`src/t2dpmi_pkg.sv`:
```
`timescale 1ns / 1ps
// ----------------------------------------------------------------------------
// t2dpmi_pkg
// Shared types and constants for the Thumb-2 data-processing
// (modified immediate) execute block.
// ----------------------------------------------------------------------------
package t2dpmi_pkg;

    localparam int unsigned XLEN = 32;

    // Register number of the PC, also the marker for compare and move forms
    localparam logic [3:0] REG_PC = 4'hf;

    // Data-processing op codes, instruction bits 24:21
    typedef enum logic [3:0] {
        OP_AND = 4'd0,
        OP_BIC = 4'd1,
        OP_ORR = 4'd2,
        OP_ORN = 4'd3,
        OP_EOR = 4'd4,
        OP_ADD = 4'd8,
        OP_ADC = 4'd10,
        OP_SBC = 4'd11,
        OP_SUB = 4'd13,
        OP_RSB = 4'd14
    } op_t;

    // Decoded instruction
    typedef struct packed {
        logic [3:0]      op;
        logic            set_flags;
        logic            rn_is_pc;
        logic [3:0]      rd;
        logic            cmp_form;
        logic [XLEN-1:0] imm;
        logic            exp_carry;
    } dec_t;

    // One executed result
    typedef struct packed {
        logic [XLEN-1:0] result;
        logic [3:0]      dest_reg;
        logic            write_result;
        logic            nzc_update;
        logic            v_update;
        logic            flag_n;
        logic            flag_z;
        logic            flag_c;
        logic            flag_v;
        logic            bad_opcode;
    } res_t;

endpackage

```
`src/t2dpmi_decode.sv`:
```
`timescale 1ns / 1ps
// ----------------------------------------------------------------------------
// t2dpmi_decode
// Field decode, compare-form detection and modified-immediate expansion.
// ----------------------------------------------------------------------------
module t2dpmi_decode (
    input  logic [31:0]       instr_word,
    input  logic              carry_in,
    output t2dpmi_pkg::dec_t  dec
);
    import t2dpmi_pkg::*;

    logic [11:0]       imm12;
    logic [7:0]        imm_byte;
    logic [7:0]        rot_base;
    logic [4:0]        rot_amt;
    logic [2*XLEN-1:0] rot_wide;
    logic [XLEN-1:0]   rot_val;
    logic [XLEN-1:0]   pat_val;
    logic [3:0]        op;
    logic              s_bit;

    assign op       = instr_word[24:21];
    assign s_bit    = instr_word[20];
    assign imm12    = {instr_word[26], instr_word[14:12], instr_word[7:0]};
    assign imm_byte = imm12[7:0];

    // Rotated form: 1:imm7 rotated right by imm12[11:7]
    assign rot_base = {1'b1, imm12[6:0]};
    assign rot_amt  = imm12[11:7];
    assign rot_wide = {{(XLEN-8){1'b0}}, rot_base, {(XLEN-8){1'b0}}, rot_base} >> rot_amt;
    assign rot_val  = rot_wide[XLEN-1:0];

    // Replicated byte patterns
    always_comb
    begin
        case (imm12[9:8])
            2'd0:    pat_val = {24'd0, imm_byte};
            2'd1:    pat_val = {8'd0, imm_byte, 8'd0, imm_byte};
            2'd2:    pat_val = {imm_byte, 8'd0, imm_byte, 8'd0};
            default: pat_val = {imm_byte, imm_byte, imm_byte, imm_byte};
        endcase
    end

    always_comb
    begin
        dec.op        = op;
        dec.set_flags = s_bit;
        dec.rn_is_pc  = (instr_word[19:16] == REG_PC);
        dec.rd        = instr_word[11:8];
        // AND/EOR/ADD/SUB with Rd=PC and S=1 are TST/TEQ/CMN/CMP
        dec.cmp_form  = (instr_word[11:8] == REG_PC) && s_bit &&
                        (op inside {OP_AND, OP_EOR, OP_ADD, OP_SUB});
        if (imm12[11:10] == 2'b00)
        begin
            dec.imm       = pat_val;
            dec.exp_carry = carry_in;
        end
        else
        begin
            dec.imm       = rot_val;
            dec.exp_carry = rot_val[XLEN-1];
        end
    end

endmodule

```
`src/t2dpmi_alu.sv`:
```
`timescale 1ns / 1ps
// ----------------------------------------------------------------------------
// t2dpmi_alu
// Logical unit, 32-bit adder and flag generation for one decoded instruction.
// ----------------------------------------------------------------------------
module t2dpmi_alu (
    input  t2dpmi_pkg::dec_t  dec,
    input  logic [31:0]       rn_value,
    input  logic              carry_in,
    output t2dpmi_pkg::res_t  res
);
    import t2dpmi_pkg::*;

    logic [XLEN-1:0] add_a;
    logic [XLEN-1:0] add_b;
    logic            add_cin;
    logic [XLEN:0]   add_sum;
    logic [XLEN-1:0] add_res;
    logic            add_v;
    logic [XLEN-1:0] value;
    logic            arith;
    logic            bad;
    logic            upd;

    // Adder operand selection
    always_comb
    begin
        add_a   = rn_value;
        add_b   = dec.imm;
        add_cin = 1'b0;
        case (dec.op)
            OP_ADC:
            begin
                add_cin = carry_in;
            end
            OP_SBC:
            begin
                add_b   = ~dec.imm;
                add_cin = carry_in;
            end
            OP_SUB:
            begin
                add_b   = ~dec.imm;
                add_cin = 1'b1;
            end
            OP_RSB:
            begin
                add_a   = ~rn_value;
                add_cin = 1'b1;
            end
            default:
            begin
                add_cin = 1'b0;
            end
        endcase
    end

    assign add_sum = {1'b0, add_a} + {1'b0, add_b} + {{XLEN{1'b0}}, add_cin};
    assign add_res = add_sum[XLEN-1:0];
    assign add_v   = ((add_a[XLEN-1] ^ add_res[XLEN-1]) & (add_b[XLEN-1] ^ add_res[XLEN-1]));

    // Operation select
    always_comb
    begin
        arith = 1'b0;
        bad   = 1'b0;
        case (dec.op)
            OP_AND: value = rn_value & dec.imm;
            OP_BIC: value = rn_value & ~dec.imm;
            OP_ORR: value = dec.rn_is_pc ? dec.imm : (rn_value | dec.imm);
            OP_ORN: value = dec.rn_is_pc ? ~dec.imm : (rn_value | ~dec.imm);
            OP_EOR: value = rn_value ^ dec.imm;
            OP_ADD, OP_ADC, OP_SBC, OP_SUB, OP_RSB:
            begin
                value = add_res;
                arith = 1'b1;
            end
            default:
            begin
                value = '0;
                bad   = 1'b1;
            end
        endcase
    end

    assign upd = dec.cmp_form || dec.set_flags;

    // Result and flags; an undefined op code clears everything but the error
    always_comb
    begin
        res = '0;
        if (bad)
        begin
            res.bad_opcode = 1'b1;
        end
        else
        begin
            res.result       = value;
            res.write_result = !dec.cmp_form;
            res.dest_reg     = dec.cmp_form ? 4'd0 : dec.rd;
            if (upd)
            begin
                res.nzc_update = 1'b1;
                res.flag_n     = value[XLEN-1];
                res.flag_z     = (value == '0);
                if (arith)
                begin
                    res.v_update = 1'b1;
                    res.flag_c   = add_sum[XLEN];
                    res.flag_v   = add_v;
                end
                else
                begin
                    res.flag_c   = dec.exp_carry;
                end
            end
        end
    end

endmodule

```
`src/thumb2_dp_modified_immediate_exec.sv`:
```
`timescale 1ns / 1ps
// ----------------------------------------------------------------------------
// thumb2_dp_modified_immediate_exec
// Execute unit for Thumb-2 data-processing (modified immediate) instructions.
// ----------------------------------------------------------------------------
// Takes one instruction per clock with its Rn value and carry flag and returns
// the result, destination and new flags: the transfer lands in an input
// register, decode, immediate expansion and the 32-bit adder work on it
// combinationally, and the outcome is held in a result register until the
// consumer takes it. Throughput is one transfer per cycle; the input stalls
// only when both registers are full and the output is stalled.
module thumb2_dp_modified_immediate_exec (
    input  logic        clk,
    input  logic        rst_n,
    input  logic        in_valid,
    output logic        in_stall,
    input  logic [31:0] instr_word,
    input  logic [31:0] rn_value,
    input  logic        carry_in,
    output logic        out_valid,
    input  logic        out_stall,
    output logic [31:0] result,
    output logic [3:0]  dest_reg,
    output logic        write_result,
    output logic        nzc_update,
    output logic        v_update,
    output logic        flag_n,
    output logic        flag_z,
    output logic        flag_c,
    output logic        flag_v,
    output logic        bad_opcode
);
    import t2dpmi_pkg::*;

    logic        s1_valid_reg;
    logic [31:0] instr_reg;
    logic [31:0] rn_reg;
    logic        cin_reg;
    logic        s2_valid_reg;
    res_t        res_reg;
    res_t        res_next;
    dec_t        dec;
    logic        s2_load;
    logic        s1_load;

    // Pipeline advance
    assign s2_load  = !s2_valid_reg || !out_stall;
    assign s1_load  = !s1_valid_reg || s2_load;
    assign in_stall = !s1_load;

    // Input register
    always_ff @(posedge clk or negedge rst_n)
    begin
        if (!rst_n)
        begin
            s1_valid_reg <= 1'b0;
        end
        else if (s1_load)
        begin
            s1_valid_reg <= in_valid;
        end
    end

    always_ff @(posedge clk)
    begin
        if (s1_load && in_valid)
        begin
            instr_reg <= instr_word;
            rn_reg    <= rn_value;
            cin_reg   <= carry_in;
        end
    end

    t2dpmi_decode u_decode (
        .instr_word (instr_reg),
        .carry_in   (cin_reg),
        .dec        (dec)
    );

    t2dpmi_alu u_alu (
        .dec      (dec),
        .rn_value (rn_reg),
        .carry_in (cin_reg),
        .res      (res_next)
    );

    // Result register
    always_ff @(posedge clk or negedge rst_n)
    begin
        if (!rst_n)
        begin
            s2_valid_reg <= 1'b0;
        end
        else if (s2_load)
        begin
            s2_valid_reg <= s1_valid_reg;
        end
    end

    always_ff @(posedge clk)
    begin
        if (s2_load && s1_valid_reg)
        begin
            res_reg <= res_next;
        end
    end

    assign out_valid    = s2_valid_reg;
    assign result       = res_reg.result;
    assign dest_reg     = res_reg.dest_reg;
    assign write_result = res_reg.write_result;
    assign nzc_update   = res_reg.nzc_update;
    assign v_update     = res_reg.v_update;
    assign flag_n       = res_reg.flag_n;
    assign flag_z       = res_reg.flag_z;
    assign flag_c       = res_reg.flag_c;
    assign flag_v       = res_reg.flag_v;
    assign bad_opcode   = res_reg.bad_opcode;

`ifndef ASSERT_OFF
    // A held item in the input register is not lost while the output stalls
    a_s1_hold: assert property (@(posedge clk) disable iff (!rst_n)
        (s1_valid_reg && !s2_load) |=> (s1_valid_reg && $stable(instr_reg)))
        else $error("input register lost a stalled item");

    // Input stalls only with both stages occupied
    a_stall_full: assert property (@(posedge clk) disable iff (!rst_n)
        in_stall |-> (s1_valid_reg && s2_valid_reg && out_stall))
        else $error("input stalled with room in the pipeline");

    // Undefined op code writes nothing
    a_bad_quiet: assert property (@(posedge clk) disable iff (!rst_n)
        (out_valid && bad_opcode) |-> (!write_result && !nzc_update && !v_update))
        else $error("undefined op code produced a write");

    // V is only written together with N, Z and C
    a_v_with_nzc: assert property (@(posedge clk) disable iff (!rst_n)
        (out_valid && v_update) |-> nzc_update)
        else $error("V update without NZC update");

    // Compare forms and faults report register zero
    a_dest_zero: assert property (@(posedge clk) disable iff (!rst_n)
        (out_valid && !write_result) |-> (dest_reg == 4'd0))
        else $error("nonzero destination without a register write");
`endif

endmodule

```
`config.mk`:
```
export PLATFORM = sky130hd
export DESIGN_NAME = thumb2_dp_modified_immediate_exec
export DESIGN_NICKNAME = d
export VERILOG_FILES = /design/src/t2dpmi_pkg.sv /design/src/t2dpmi_decode.sv /design/src/t2dpmi_alu.sv /design/src/thumb2_dp_modified_immediate_exec.sv
export SDC_FILE = /design/constraint.sdc
export NUM_CORES = 1
export LEC_CHECK = 0
export ABC_AREA = 1
export BUFFER_PORTS_ARGS = -buffer_cell sky130_fd_sc_hd__buf_2
export CORE_MARGIN = 2
export CORE_UTILIZATION = 62
export CTS_BUF_LIST = sky130_fd_sc_hd__clkbuf_4 sky130_fd_sc_hd__clkbuf_8
export DETAILED_ROUTE_END_ITERATION = 8
export PLACE_DENSITY = 0.84
export SYNTH_ARGS = -nofsm -noshare
export SYNTH_HDL_FRONTEND = slang
export SYNTH_SLANG_ARGS = --single-unit
export TNS_END_PERCENT = 50
```
`constraint.sdc`:
```
create_clock -name clk -period 4.7 [get_ports clk]
set_clock_uncertainty 0.1 [all_clocks]
set_input_delay 0.94 -clock clk [delete_from_list [all_inputs] [get_ports clk]]
set_output_delay 0.94 -clock clk [all_outputs]
set_load 0.02 [all_outputs]
```
### Word level (Yosys, flattened, before mapping)

Index checks and enable logic that the tools add are counted.

* bits in registers: 106
* output and inout bits: 46
* word-level logic and storage cells: 81

* add/subtract/negate cells: 2
* equality and inequality tests: 13
* shift-type cells: 1
* muxes and demuxes: 14
* bitwise logic cells: 11
* reductions and logical operators: 25

Operators by type and width (count)
* one-hot mux 32 bit (6 select lines): 1
* two-way mux 32 bit: 4
* one-hot mux 32 bit (3 select lines): 1
* bitwise AND 32 bit: 2
* NOT 32 bit: 2
* OR 32 bit: 2
* >> shifter 40 x 5 -> 32 bit: 1
* adder 32 x 32 -> 33 bit: 1
* adder 33 x 1 -> 33 bit: 1
* two-way mux 33 bit: 1
* zero test 32 bit: 1
* XOR 32 bit: 1
* == test 4 bit, second input constant: 7
* OR reduction 10 bit: 1
* == test 4 x 2 -> 1 bit, second input constant: 2
* OR reduction 2 bit: 4
* two-way mux 6 bit: 1
* zero test 1 bit: 5
* two-way mux 1 bit: 5
* OR reduction 5 bit: 1
* == test 4 x 1 -> 1 bit, second input constant: 1
* == test 4 x 3 -> 1 bit, second input constant: 1
* logical AND 1 bit: 4
* zero test 2 bit: 2
* 11 further kinds: 14

### Longest topological paths before layout

Gate-level depths: netlist of run 1.

* word-level depth: 11
* mapped depth: 27
* mapped depth without buffers: 27

### Hierarchy

A second synthesis of run 1 with hierarchy kept.

* cells, all modules: 1489
* area, all modules: 10666.5 µm²

By module, submodules not included
* t2dpmi_alu: instances 1, cells an instance 1147, area each 6183.4 µm²
* thumb2_dp_modified_immediate_exec: instances 1, cells an instance 121, area each 3368.2 µm²
* t2dpmi_decode: instances 1, cells an instance 221, area each 1114.8 µm²

### Least setup slack after synthesis of run 1

OpenSTA, ideal clock, no wires.

* kind: reg2reg
* start point: register instr_reg[21]
* end point: register res_reg (netlist bit flag_z) (data pin)
* setup time: 0.138 ns
* data arrival time: 3.544 ns
* data required time: 4.462 ns
* setup slack: 0.918 ns
* stages on the path, launching flop included: 22
* buffers on the path: 2
* clock period less this slack: 3.782 ns
* cell sequence: edfxtp_1 buf_2 inv_2 nand4_2 buf_1 nand3_1 fa_1 fa_1 nand2_1 nand3_1 nand3_1 nand2_1 or2_2 nand3_1 o21ai_0 inv_1 nand3_1 nor2_1 nand2_1 nor2_1 nand3_1 nor2_1

* longest elaborated chain between the ends: 7
* elaborated cells between the ends (all ways): 26

Ends and longest elaborated chain
* start: declaration: RTL line thumb2_dp_modified_immediate_exec.sv:36 `logic [31:0] instr_reg;`
* start signal: assignment: RTL line thumb2_dp_modified_immediate_exec.sv:68 `instr_reg <= instr_word;`
* == test 4 bit (on tied branches): RTL line t2dpmi_alu.sv:31, t2dpmi_alu.sv:67, t2dpmi_decode.sv:53
* OR reduction 2 bit (no line)
* two-way mux 32 bit
* adder 32 x 32 -> 33 bit: RTL line t2dpmi_alu.sv:58 `assign add_sum = {1'b0, add_a} + {1'b0, add_b} + {{XLEN{1'b0}}, add_cin};`
* adder 33 x 1 -> 33 bit: RTL line t2dpmi_alu.sv:58
* one-hot mux 32 bit (6 select lines): RTL line t2dpmi_alu.sv:67 `case (dec.op)`
* zero test 32 bit: RTL line t2dpmi_alu.sv:105 `res.flag_z = (value == '0);`
* end signal: assignment: RTL line thumb2_dp_modified_immediate_exec.sv:104 `res_reg <= res_next;`
* end: declaration: RTL line thumb2_dp_modified_immediate_exec.sv:40 `res_t res_reg;`

Parallel ways exist; a longest one is shown, timed or not.
A chain may end at the register's enable or synchronous reset.

### Worst setup path in the final report of run 1

* start point: register instr_reg[14]
* end point: register res_reg (netlist bit flag_z) (data pin)

* longest elaborated chain between the ends: 8
* elaborated cells between the ends (all ways): 16

Ends and longest elaborated chain
* >> shifter 40 x 5 -> 32 bit / zero test 2 bit (equally long branches): RTL line t2dpmi_decode.sv:31, t2dpmi_decode.sv:54
* two-way mux 33 bit (*): RTL line t2dpmi_decode.sv:54 `if (imm12[11:10] == 2'b00)`
* NOT 32 bit
* two-way mux 32 bit
* adder 32 x 32 -> 33 bit: RTL line t2dpmi_alu.sv:58
* adder 33 x 1 -> 33 bit: RTL line t2dpmi_alu.sv:58
* one-hot mux 32 bit (6 select lines) (*): RTL line t2dpmi_alu.sv:67
* zero test 32 bit (*): RTL line t2dpmi_alu.sv:105

Every way passes the cells marked *; elsewhere a longest branch is shown, timed or not.

==> results of run 1 <==
[routing by layer]
| layer | wire (µm) | part of all wire, % | GRT usage (%) |
|---|---|---|---|
| met1 | 14000 | 41 | 52.7 |
| met2 | 15000 | 44 | 59.3 |
| met3 | 3640 | 11 | 7.66 |
| met4 | 1560 | 4.6 | 15.9 |
| met5 | 0 | 0 | 0 |
[Yosys cell counts, drive strengths merged, types with 2 or more instances]
| cell type | n | area (µm²) |
|---|---|---|
| nand2 | 456 | 1720 |
| inv | 196 | 736 |
| nand3 | 169 | 871 |
| nor2 | 145 | 564 |
| edfxtp | 102 | 3060 |
| ha | 95 | 1190 |
| a21oi | 94 | 474 |
| xor2 | 64 | 561 |
| o21ai | 60 | 315 |
| buf | 32 | 178 |
| or2 | 31 | 194 |
| nand4 | 30 | 194 |
| clkbuf | 20 | 75.1 |
| nor3 | 12 | 70.1 |
| nand3b | 10 | 75.1 |
| o211ai | 5 | 37.5 |
| o21bai | 4 | 30.0 |
| and2 | 3 | 18.8 |
| a31oi | 2 | 12.5 |
| clkinv | 2 | 7.51 |
| dfrtp | 2 | 50.1 |
| fa | 2 | 40.0 |
| nor4 | 2 | 12.5 |
| o21a | 2 | 15.0 |
| xnor2 | 2 | 17.5 |
[per-stage QoR]
| step | hold WS (ns) | std cells | setup slack [ns] |
|---|---|---|---|
| floorplan | 0.333 | 1548 | 0.918 |
| global placement | 0.371 | 1864 | 0.479 |
| detailed placement | 0.388 | 1864 | 0.443 |
| CTS | 0.178 | 1880 | 0.417 |
| global route | 0.181 | 1880 | 0.0304 |
| finish | 0.188 | 1880 | 0.195 |
[path summary, 6_finish.rpt]
check	endpoint	cells after the start	start
min in group clk	out_valid	2	s1_valid_reg
hold / removal	s1_valid_reg	1	rst_n
hold reg to reg	out_valid	2	s1_valid_reg
setup / recovery	flag_z	22	instr_reg[14]
max in group asynchronous	out_valid	1	rst_n
setup reg to reg	flag_z	22	instr_reg[14]
[cell usage in the layout (no fill, tap or decap), drive strengths merged, types with 3 or more instances in the layout]
cell type,count
and2,3
nand2,456
nand3b,10
a21oi,94
xor2,64
nor2,145
o211ai,5
clkinv,6
clkbuf,9
nor3,12
inv,199
nand4,30
edfxtp,102
o21bai,4
buf,148
o21ai,60
nand3,169
ha,95
or2,31
[kinds of logic (layout without fill, tap and decap cells)]
group,Yosys count,after routing,share of synthesized area (%)
multiplexers,1,1,0.0947
adder cells (fa/ha/maj),97,97,11.6
flip-flops,104,104,29.4
buffers and inverters,250,362,9.42
AO/OA/AOI/OAI,171,171,8.70
AND/OR/NAND/NOR,859,859,35.3
XOR/XNOR,66,66,5.47
[final cells by class]
type / count / area [µm²] / area share, %
multi-input combinational: 1194 / 6490 / 55.6
sequential: 104 / 3110 / 26.7
timing repair buffer: 148 / 843 / 7.22
inverter: 198 / 743 / 6.37
tap: 220 / 275 / 2.36
clock buffer: 9 / 124 / 1.06
clock inverter: 7 / 86.3 / 0.740
[worst max-delay path, stage by stage (launching register included)]
cell and delay, ns:
edfxtp_1 0.79, nand2_1 0.18, inv_2 0.20, nand4_1 0.14
nand2_1 0.16, xor2_1 0.35, ha_1 0.29, nand2_1 0.12
nor2_1 0.14, nand3_1 0.11, nand2_1 0.21, nand2_1 0.07
nand3_1 0.13, nand2_1 0.06, a21oi_1 0.14, nand2_1 0.07
nor2_1 0.18, nand2_1 0.07, nor2_1 0.18, nand2_1 0.19
nor2_1 0.23, nand3_1 0.15, nor2_1 0.11
[power groups by stage]
stage | clock (µW) | combinational (µW) | sequential, µW
after floorplan | 0 | 1060 | 1290
after global placement | 0 | 1600 | 1220
after detailed placement | 0 | 1640 | 1220
after CTS | 608 | 1650 | 1200
after global routing | 631 | 1860 | 1210
final | 601 | 1690 | 1200
==> flow_summary_export.csv, run 1 <==
group,metric,value,unit
clock_network,post_cts_resized,0,
timing,rsz0062_at_grt,"false",
drt,drc_errors,0,
timing,setup_violations,0,
final_layout,syn2layout_area_growth,10.4,%
clock_network,cts_tree,"done",
floorplan,num_rows,47,
global_route,grt_pass1_wl,53500,µm
setup_path,critPathCaptureType,"flip-flop",
final_layout,layout-drive-gt1-share,13.7,%
drt,drtIter0Drc,1332,
clock_network,root_buffer,"clkbuf_8",
floorplan,dieHeight,135,µm
power_and_ir_drop,internal_power,1920,µW
global_route,grt_max_degree,63,
timing,fin_crit,4.51,ns
status,status,"completed",
synth,ys_seq_area_share,29.4,%
synth,synth_warnings,0,
place,placed_area,0.0115,mm²
synth,async_reset_ff_share,1.92,%
final_layout,design_area,0.0117,mm²
drt,route.vias.total,10978,
clock_network,cts_hold_buf,0,
floorplan,die-area,0.0181,mm²
synth,netlist-cell-type-count,44,
power_and_ir_drop,power_frac_comb,48.4,%
final_layout,post-route-util,70.1,%
setup_path,crit_path_max_fanout,16,
synth,ys.flop_type,"edfxtp_1",
drt,via_per_inst,5.84,
drt,drtPass1Iterations,7,
synth,synth-seq-cells,104,
run,max_cap_violations,0,
drt,wl_per_cell,18.2,µm
timing,fin_setup_tns,0,ns
power_and_ir_drop,p_per_area,299,mW/mm²
power_and_ir_drop,p_leak,0.00604,µW
synth,syn-instance-count,1548,
setup_path,cp.required,4.87,ns
clock_network,cts_max_path_buffers,2,
final_layout,fillers,1452,
drt,drt_wl_total,34200,µm
timing,worstMarginPinSlew,1.02,ns
synth,synth_area,0.0106,mm²
timing,finalCritPeriodShare,95.9,%
power_and_ir_drop,power.share.clock,17.2,%
final_layout,diodes,0,
timing,slew_headroom,32.2,%
setup_path,critPathKind,"flip-flop to flip-flop",
global_route,grt_overflow,0,
place,portBuffers,107,
synth,synth_edf_count,102,
setup_path,reg2reg_setup_slack,0.19,ns
timing,max_freq,0.222,GHz
power_and_ir_drop,total_power,3500,µW
clock_network,cts_setup_buffers,0,
hold_path,hp-class,"primary input to async pin",
timing,final_hold_viol_count,0,
final_layout,final_nets,1821,
floorplan,core_area,0.0166,mm²
timing,slew_violations,0,
synth,synth_area_per_cell,6.83,µm²
clock_network,cts_buffers,9,
power_and_ir_drop,seqPwrFrac,34.4,%
floorplan,die_x,135,µm
floorplan,pin_count,115,
clock_network,cts_htree_levels,3,
setup_path,arrival,4.67,ns
clock_network,clk_transition_reported_paths,0.12,ns
clock_network,clock_latency,0.40,ns
place,dp_hpwl,26300,µm
clock_network,cts.sinks,104,
setup_path,cp-start-kind,"flip-flop",
power_and_ir_drop,netSwitchingFraction,45.2,%
global_route,globalRouteTotalUtil,38.3,%
place,gp_congestion,1.08,
global_route,grt_pass1_vias,10173,
power_and_ir_drop,p_sw,1580,µW
floorplan,start_util,63.5,%
drt,ant_nets,0,
synth,synth_fp_nets,1714,
power_and_ir_drop,irDropWorstVdd,0.000276,V
global_route,grt_antenna_before_repair,0,
(Power assumes the default switching activity.)
==> run 2: changes to the inputs <==
Settings changed: CELL_PAD_IN_SITES_DETAIL_PLACEMENT from default to 1, CELL_PAD_IN_SITES_GLOBAL_PLACEMENT from default to 2, CORE_UTILIZATION 62 to 35, PLACE_DENSITY 0.84 to default, PLACE_DENSITY_LB_ADDON from default to 0.1, SYNTH_HIERARCHICAL from default to 1.
==> run 2 against run 1 <==
  * Setup slack better by 0.24 ns
  * Critical path depth is 2 higher
  * Power decreased by 11%
  * Register-to-register slack better by 0.24 ns
  * Core utilization down 31 points
  * Hold slack better by 0.0038 ns
  * Sequential power about the same
  * Final cell count increased by 4.8%
  * Sequential cell count unchanged
  * Die area increased by 73%
  * Design area decreased by 0.58%
  * Combinational power down 19%
  * Critical endpoint is now flag_z
  * Largest cell class unchanged
==> flow_summary_export.csv, run 2 <==
group,metric,value,unit
floorplan,start_util,35.4,%
final_layout,final_nets,1742,
setup_path,r2r_start,"instr_reg[7]",
clock_network,cts_htree_levels,3,
final_layout,fillers,3783,
place,gp_congestion,0.886,
drt,drtPass1Iterations,5,
setup_path,cp.required,4.78,ns
setup_path,crit_path_max_fanout,8,
drt,wl_per_cell,18.4,µm
timing,fin_crit,4.26,ns
drt,ant_nets,0,
synth,synth_area,0.0105,mm²
global_route,grt_pass1_wl,56400,µm
global_route,grt_pass1_vias,9936,
synth,synth_fp_nets,1648,
final_layout,mostFrequentLayoutCells,"nand2_1, inv_1, nand3_1",
floorplan,dieHeight,177,µm
floorplan,core_area,0.0296,mm²
final_layout,layout-drive-gt1-share,11.9,%
setup_path,crit_family,"simple AND/OR/NAND/NOR gates",
setup_path,reg2reg_setup_slack,0.44,ns
clock_network,cts.sinks,104,
power_and_ir_drop,p_leak,0.00576,µW
setup_path,arrival,4.34,ns
clock_network,cts_buffers,9,
setup_path,reg2reg_to,"flag_z",
drt,drt_wl_total,36200,µm
clock_network,cts_max_path_buffers,2,
setup_path,reg2reg_depth,24,
clock_network,clock_latency,0.40,ns
global_route,globalRouteTotalUtil,23.7,%
timing,worstMarginPinSlew,0.945,ns
setup_path,critPathKind,"flip-flop to flip-flop",
timing,slew_violations,0,
setup_path,cp-start-kind,"flip-flop",
setup_path,cpPeakStageDelay,0.47,ns
global_route,grt_overflow,0,
timing,rsz0062_at_grt,"false",
place,portBuffers,107,
floorplan,die-area,0.0313,mm²
clock_network,cts_setup_buffers,0,
timing,finalCritPeriodShare,90.7,%
timing,final_hold_viol_count,0,
setup_path,crit_chain,"inv_1 -> nand2_1 -> nand2_1 -> nand2_1 -> o31ai_1 -> buf_4 -> xor2_1 -> ha_1 -> nand2_1 -> nand2_1 -> inv_1 -> nand2_1 -> nand2_1 -> nand2_1 -> nand2_1 -> nand2_1 -> nand2_1 -> o21ai_1 -> xor2_1 -> nand2_1 -> nand2_1 -> inv_1 -> nand2_1 -> nor2_1",
drt,drtIter0Drc,598,
power_and_ir_drop,irDropWorstVdd,0.000164,V
synth,syn-instance-count,1482,
timing,slew_headroom,36.7,%
setup_path,critPathCaptureType,"flip-flop",
global_route,grt_antenna_before_repair,0,
status,status,"completed",
final_layout,diodes,0,
run,max_cap_violations,0,
final_layout,final_common_cell,"nand2_1",
clock_network,root_buffer,"clkbuf_8",
power_and_ir_drop,total_power,3110,µW
synth,synth_warnings,6,
final_layout,syn2layout_area_growth,11.0,%
drt,drc_errors,0,
clock_network,cts_tree,"done",
timing,fin_setup_tns,0,ns
power_and_ir_drop,p_per_area,268,mW/mm²
clock_network,clk_transition_reported_paths,0.12,ns
setup_path,crit_top_cell,"nand2_1",
clock_network,cts_hold_buf,0,
global_route,grt_max_degree,66,
timing,setup_violations,0,
floorplan,num_rows,63,
setup_path,crit_slowest_cell,"edfxtp_1",
timing,max_freq,0.235,GHz
hold_path,hp-class,"primary input to async pin",
place,dp_hpwl,29200,µm
synth,synth_area_per_cell,7.06,µm²
setup_path,cp.buffers_inverters,4,
floorplan,die_x,177,µm
clock_network,post_cts_resized,0,
drt,via_per_inst,5.05,
floorplan,pin_count,115,
drt,route.vias.total,9956,
run 2: worst register-to-register path, cell delays in order (launching register included):
cell	delay, ns
edfxtp_1	0.47
inv_1	0.24
nand2_1	0.11
nand2_1	0.12
nand2_1	0.09
o31ai_1	0.45
buf_4	0.25
xor2_1	0.08
ha_1	0.34
nand2_1	0.06
nand2_1	0.07
inv_1	0.05
nand2_1	0.15
nand2_1	0.09
nand2_1	0.10
nand2_1	0.09
nand2_1	0.10
nand2_1	0.13
o21ai_1	0.24
xor2_1	0.21
nand2_1	0.14
nand2_1	0.12
inv_1	0.12
nand2_1	0.09
nor2_1	0.04
run 2: worst max-delay path by stage:
stage	slack (ns)	cells past startpoint	to	start
finish	0.44	24	flag_z	instr_reg[7]
global route	0.12	23	flag_z	instr_reg[7]
CTS	0.47	24	flag_z	instr_reg[7]
detailed placement	0.49	24	flag_z	instr_reg[7]
global placement	0.52	24	flag_z	instr_reg[7]
floorplan	1.02	20	flag_z	instr_reg[22]
run 2: cell type report:
class / instances / area (µm²) / share of cell area [%]
Sequential cell: 104 / 3110 / 26.8
Inverter: 206 / 773 / 6.66
Tap cell: 390 / 488 / 4.20
Multi-Input combinational cell: 1114 / 6220 / 53.6
Timing Repair Buffer: 141 / 816 / 7.03
Clock inverter: 7 / 68.8 / 0.593
Clock buffer: 9 / 124 / 1.07
run 2: stage by stage:
stage / std cells / cell area (µm²) / utilization (%) / setup WS (ns) / hold slack [ns]
global route: 1971 / 11600 / 39.3 / 0.117 / 0.169
finish: 1971 / 11600 / 39.3 / 0.438 / 0.192
floorplan: 1482 / 10500 / - / 1.02 / 0.366
detailed placement: 1955 / 11400 / 38.6 / 0.494 / 0.418
global placement: 1955 / 11400 / 38.6 / 0.522 / 0.403
CTS: 1971 / 11600 / 39.3 / 0.473 / 0.168
run 2: report_power, final:
part	internal (µW)	switching (µW)
clock	204	371
combinational	429	939
sequential	1130	39.9
run 2: routing by layer:
layer	track usage, %	vias up	share of wire (%)
met1	34.7	4736	50
met3	2.53	23	3.4
met2	37.3	168	44
li1	-	5029	-
met4	5.79	0	1.9
met5	0	-	0
